**config.mk**
```make
export PLATFORM = sky130hd
export DESIGN_NAME = cst_front
export DESIGN_NICKNAME = d
export VERILOG_FILES = /design/src/hdl/cst_pkg.sv /design/src/hdl/cst_front.sv
export SDC_FILE = /design/constraint.sdc
export NUM_CORES = 1
export LEC_CHECK = 0
export BUFFER_PORTS_ARGS = -buffer_cell sky130_fd_sc_hd__buf_2
export CAP_MARGIN = 10
export CELL_PAD_IN_SITES_DETAIL_PLACEMENT = 0
export CELL_PAD_IN_SITES_GLOBAL_PLACEMENT = 1
export CORE_ASPECT_RATIO = 0.9
export CORE_MARGIN = 5
export CORE_UTILIZATION = 40
export CTS_BUF_LIST = sky130_fd_sc_hd__clkbuf_16
export CTS_CLUSTER_DIAMETER = 50
export CTS_CLUSTER_SIZE = 10
export DETAILED_ROUTE_END_ITERATION = 6
export PLACE_DENSITY_LB_ADDON = 0.1
export SLEW_MARGIN = 40
export SYNTH_ARGS = -nofsm -noshare
export SYNTH_HDL_FRONTEND = slang
export SYNTH_SLANG_ARGS = --single-unit
```
**constraint.sdc**
```tcl
create_clock -name clk -period 8.9 [get_ports clk]
set_clock_uncertainty 0.1 [all_clocks]
set_input_delay 0.445 -clock clk [delete_from_list [all_inputs] [get_ports clk]]
set_output_delay 0.445 -clock clk [all_outputs]
set_load 0.05 [all_outputs]
```
**src/hdl/cst_pkg.sv**
```systemverilog
// Types and codes shared by the semaphore table blocks.
package cst_pkg;

  typedef enum logic [1:0] {
    KIND_CREATE = 2'd0,
    KIND_WAIT   = 2'd1,
    KIND_SIGNAL = 2'd2,
    KIND_FREE   = 2'd3
  } kind_t;

  typedef enum logic [2:0] {
    ST_OK        = 3'd0,
    ST_EXISTS    = 3'd1,
    ST_FULL      = 3'd2,
    ST_NOT_FOUND = 3'd3,
    ST_SATURATED = 3'd4
  } status_t;

  typedef struct packed {
    logic [1:0]  kind;
    logic [9:0]  owner_id;
    logic [63:0] name_key;
    logic [14:0] initial_value;
    logic [7:0]  waiter_slot;
    logic [5:0]  sem_index;
  } req_t;

  typedef struct packed {
    logic [2:0] status;
    logic [5:0] slot_out;
    logic       caller_blocked;
    logic       woken_valid;
    logic [7:0] woken_slot;
  } rsp_t;

  localparam logic signed [15:0] COUNT_MAX = 16'sd32767;
  localparam logic signed [15:0] COUNT_MIN = -16'sd32768;

  typedef enum logic [3:0] {
    BK_IDLE,
    BK_SCAN,
    BK_SCAN_WAIT,
    BK_EXEC,
    BK_RD_NEXT,
    BK_RD_WAIT,
    BK_DONE
  } bk_state_t;

endpackage

```
**src/hdl/cst_front.sv**
```systemverilog
// Request intake: masks the name key to KEY_BITS and queues the requests for the back end.
module cst_front #(
  parameter int KEY_BITS = 64
) (
  input  logic          clk,
  input  logic          rst_n,
  input  logic          in_push,
  output logic          in_full,
  input  cst_pkg::req_t in_req,
  output logic          q_valid,
  input  logic          q_take,
  output cst_pkg::req_t q_req
);
  import cst_pkg::*;

  // Two-entry request queue.
  req_t       slot_r [2];
  logic       wp_r, wp_nxt, rp_r, rp_nxt;
  logic [1:0] cnt_r, cnt_nxt;
  req_t       clean;
  logic       do_push, do_pop;

  always_comb begin
    clean = in_req;
    clean.name_key = in_req.name_key & ({64{1'b1}} >> (64 - KEY_BITS));
  end

  assign in_full = (cnt_r == 2'd2);
  assign do_push = in_push && !in_full;
  assign q_valid = (cnt_r != 2'd0);
  assign do_pop  = q_take && q_valid;
  assign q_req   = slot_r[rp_r];

  always_comb begin
    wp_nxt  = do_push ? ~wp_r : wp_r;
    rp_nxt  = do_pop ? ~rp_r : rp_r;
    cnt_nxt = cnt_r + {1'b0, do_push} - {1'b0, do_pop};
  end

  always_ff @(posedge clk) begin
    if (!rst_n) begin
      wp_r  <= 1'b0;
      rp_r  <= 1'b0;
      cnt_r <= 2'd0;
    end else begin
      wp_r  <= wp_nxt;
      rp_r  <= rp_nxt;
      cnt_r <= cnt_nxt;
    end
    if (do_push) begin
      slot_r[wp_r] <= clean;
    end
  end

`ifndef NO_ASSERTIONS
  a_cnt_range: assert property (@(posedge clk) disable iff (!rst_n) cnt_r != 2'd3)
    else $error("request queue count out of range");
  a_no_pop_empty: assert property (@(posedge clk) disable iff (!rst_n)
    cnt_r == 2'd0 |=> cnt_r != 2'd3)
    else $error("request queue underflow");
  a_ptr_sync: assert property (@(posedge clk) disable iff (!rst_n)
    (cnt_r == 2'd0 || cnt_r == 2'd2) |-> wp_r == rp_r)
    else $error("request queue pointers out of step");
`endif
endmodule

```
# Word level (Yosys, flattened, before mapping)
# Memories as Yosys holds them, arrays and structs flattened. A register that Yosys moved wholly into a read port is not among the register bits.
# Index checks and enable logic that the tools add are counted.
[totals]
wordCells = 17
regBits = 4
ram_bits = 210
n_memories = 1
[classes]
mux = 4
bitwise = 2
eq_ne = 1
n_reduce_logical = 4
n_addsub = 2
[mem_list]
columns = ["memory", "depth", "word_bits", "rd", "rd_ports_with_merged_regs", "write_ports", "line_no", "text"]
rows = [
  ["slot_r", 2, 105, 1, 1, 1, "cst_front.sv:17", "req_t slot_r [2];"],
]
[op_table]
columns = ["operator", "n"]
rows = [
  ["1-bit two-way mux", 4],
  ["2-bit by 1-bit adder with 2-bit output", 1],
  ["2-bit equality test, second input constant", 1],
  ["1-bit logical AND", 2],
  ["1-bit inverter", 2],
  ["2-bit nonzero test", 1],
  ["2-bit by 1-bit subtractor with 2-bit output", 1],
  ["1-bit logical NOT", 1],
]

# Depth between registers and ports, before layout
[logic_depth]
depth_word = 5
mapped_depth = 8
ltp_nobuf = 8

# Worst setup path after synthesis
# No wires, ideal clock.
[synth_timing]
path_kind = "reg2reg"
from = "register cnt_r[0]"
to = "memory slot_r[0][0] (netlist bit) (enable)"
setup_slack_ns = 3.281
t_arrival_ns = 4.949
stages_incl_launch_ff = 4
setup_time_ns = 0.570
required_ns = 8.230
synth_period_minus_slack_ns = 5.619
n_path_buf = 0
path_cell_list = "dfxtp_1 -> nand2b_1 -> nand2_1 -> nor2_1"
[synth_between]
elab_chain_len = 5
[synth_lines]
columns = ["element", "line_no", "text"]
rows = [
  ["from (decl)", "cst_front.sv:19", "logic [1:0] cnt_r, cnt_nxt;"],
  ["from (signal assigned)", "cst_front.sv:48", "cnt_r <= cnt_nxt;"],
  ["2-bit equality test", "cst_front.sv:28", "assign in_full = (cnt_r == 2'd2);"],
  ["1-bit logical NOT", "cst_front.sv:29", "assign do_push = in_push && !in_full;"],
  ["1-bit logical AND", "cst_front.sv:29", ""],
  ["1-bit two-way mux", "cst_front.sv:50", "if (do_push) begin"],
  ["1-bit two-way mux (implied by the code)", "cst_front.sv:51", "slot_r[wp_r] <= clean;"],
  ["to (decl)", "cst_front.sv:17", ""],
]
# No other way between the ends.

==> results.toml <==
[status]
outcome = "completed"

[global_route]
grt_max_degree = 80
grtUsageTotal_pct = 13.0
grt_pass1_vias = 4304
antenna_found_initial = 5
grt_first_pass_wirelength_um = 23800
grt_overflow_total = 0

[clock_network]
cts-root-buf = "clkbuf_16"
cts_inserted_buffers = 27
cts_tree = "done"
clkLatencyLatePin_ps = 500
ctsResizeCount = 0
cts_buffer_depth = 3
clock_sinks = 215
htreeDepth = 1
clk_pin_slew_ps = 50

[routing]
wire_per_inst_um = 18.4
wirelength_um = 15900
via_count = 4046
first_iter_violations = 193
drcViolationCount = 0
viasPerCell = 4.69
drtAntennaViolNets = 0
drt-pass1-iter-count = 4

[floorplan]
die_w_um = 160
die_h_um = 145
die-area_um2 = 23100
io_pins = 216
coreArea_um2 = 19900
rows = 49
initial_core_util_pct = 40.5

[min_path]
worstHoldPathType = "in -> reg"

[synth]
yosys.cell_types.count = 20
postSynthAreaPerCell_um2 = 22.8
syn-num-nets = 464
synth_area_um2 = 8060
yosysWarningCount = 0
yosysSeqAreaShare_pct = 79.5
syn_inst = 353
synth_seq_cells = 215

[sta]
period_minus_slack_ps = 2810
worst_slew_pin_slew_ps = 760
setup_viol = 0
finalHoldViolCount = 0
fin_crit_sh_pct = 31.6
fmax_ghz = 0.356
setup_tns_ps = 0
relSlewSlack_pct = 49.4
rsz0062_at_grt = "no"
report.final.slew_viol_count = 0
holdWs_ps = 27.5
postLayoutSetupSlackWorst_ps = 6090

[setup_path]
cp-end-kind = "output port"
startpoint_type = "register"
r2r_setup_slack_ps = 6560
critPathKind = "reg -> out"
critical_path_arrival_ps = 2260
critPathMaxFanout = 54
worstPathRequired_ps = 8360

[cells_and_area]
layout_commonest_cell = "buf_2"
multi_input_area_um2 = 1510
drive_gt1_share_pct = 59.8
stdcell_area_um2 = 10200
stdcell_count = 863
fin_nets = 703
syn_to_final_growth_pct = 26.8
regArea_um2 = 6410
fill_cells = 1661
final_cell_mix = "buf_2, edfxtp_1, mux2_2"

[place]
dp_hpwl_um = 10400
port_buffers = 215
gp_congestion = 0.678
place_inst = 815
dpl_cell_area_um2 = 9370
place_ws_ps = 6140

[power_and_ir_drop]
p_per_area_nw_per_um2 = 334
max-vdd-ir-drop_v = 0.000168
power_leakage_nw = 3.96

[run]
cap_violations = 0
[cells in the mapped netlist, drive strengths merged]
master,n,area [um2]
and2,1,6.26
and3,1,6.26
buf,12,151
dfxtp,5,100
edfxtp,210,6310
ha,2,25.0
inv,3,11.3
mux2,105,1370
mux2i,1,10.0
nand2,2,7.51
nand2b,2,12.5
nor2,4,15.0
o21a,1,7.51
or2,1,6.26
xnor2,2,17.5
xor2,1,8.76
[area by class of cell]
class / count / share of cell area (%)
inverter: 3 / 0.110
tap: 255 / 3.12
clock inverter: 15 / 1.10
multi-input combinational: 123 / 14.7
timing repair buffer: 222 / 11.6
sequential: 215 / 62.7
clock buffer: 27 / 6.61
antenna: 3 / 0.0734
[power breakdown]
group,switching (mW),total [mW],internal [mW]
Sequential,0.0429,1.32,1.27
Clock,0.365,0.961,0.596
Combinational,0.797,1.14,0.339
[state kept, by name, summed over array words and instances (netlist names), named ones only]
| register | count |
|---|---|
| rp_r | 1 |
| cnt_r | 2 |
| wp_r | 1 |
| slot_r | 210 |
[metrics by stage]
step / total power, mW / utilization (%)
floorplan: 2.28 / -
global placement: 2.47 / 46.9
detailed placement: 2.48 / 47.0
CTS: 3.46 / 51.0
global route: 3.56 / 51.3
finish: 3.41 / 51.3
[what timing repair did]
item,4_1_cts,5_1_grt
hold endpoints to repair,2,0
hold buffers,1,0
setup buffers,0,0
[cells by family after synthesis]
family / after synthesis / synth area share, %
mux: 106 / 17.1
compound gates: 1 / 0.0932
simple gates: 11 / 0.667
buf+inv: 15 / 2.02
flops: 215 / 79.5
fa+ha+maj: 2 / 0.310
xor+xnor: 3 / 0.326
[worst max-delay path, cell delays in order, from the launching register on]
cell and delay (ps):
dfxtp_4 520, buf_6 550, mux2_2 420, buf_2 210
[layer usage]
metal / global-route usage [%] / wire length (um)
met5: 0 / 43
met4: 3.56 / 395
met3: 5.38 / 1450
met2: 20.5 / 7190
met1: 17.0 / 6780
[worst paths after layout]
kind,depth (start not counted),start,end
hold / removal,1,in_req[6],slot_r[0][6]$_DFFE_PP_
setup reg to reg,4,cnt_r[0]$_SDFF_PN0_,slot_r[0][34]$_DFFE_PP_
hold reg to reg,2,rp_r$_SDFFE_PN0P_,register
setup / recovery,3,register,q_req[3]
(Power assumes the default switching activity.)
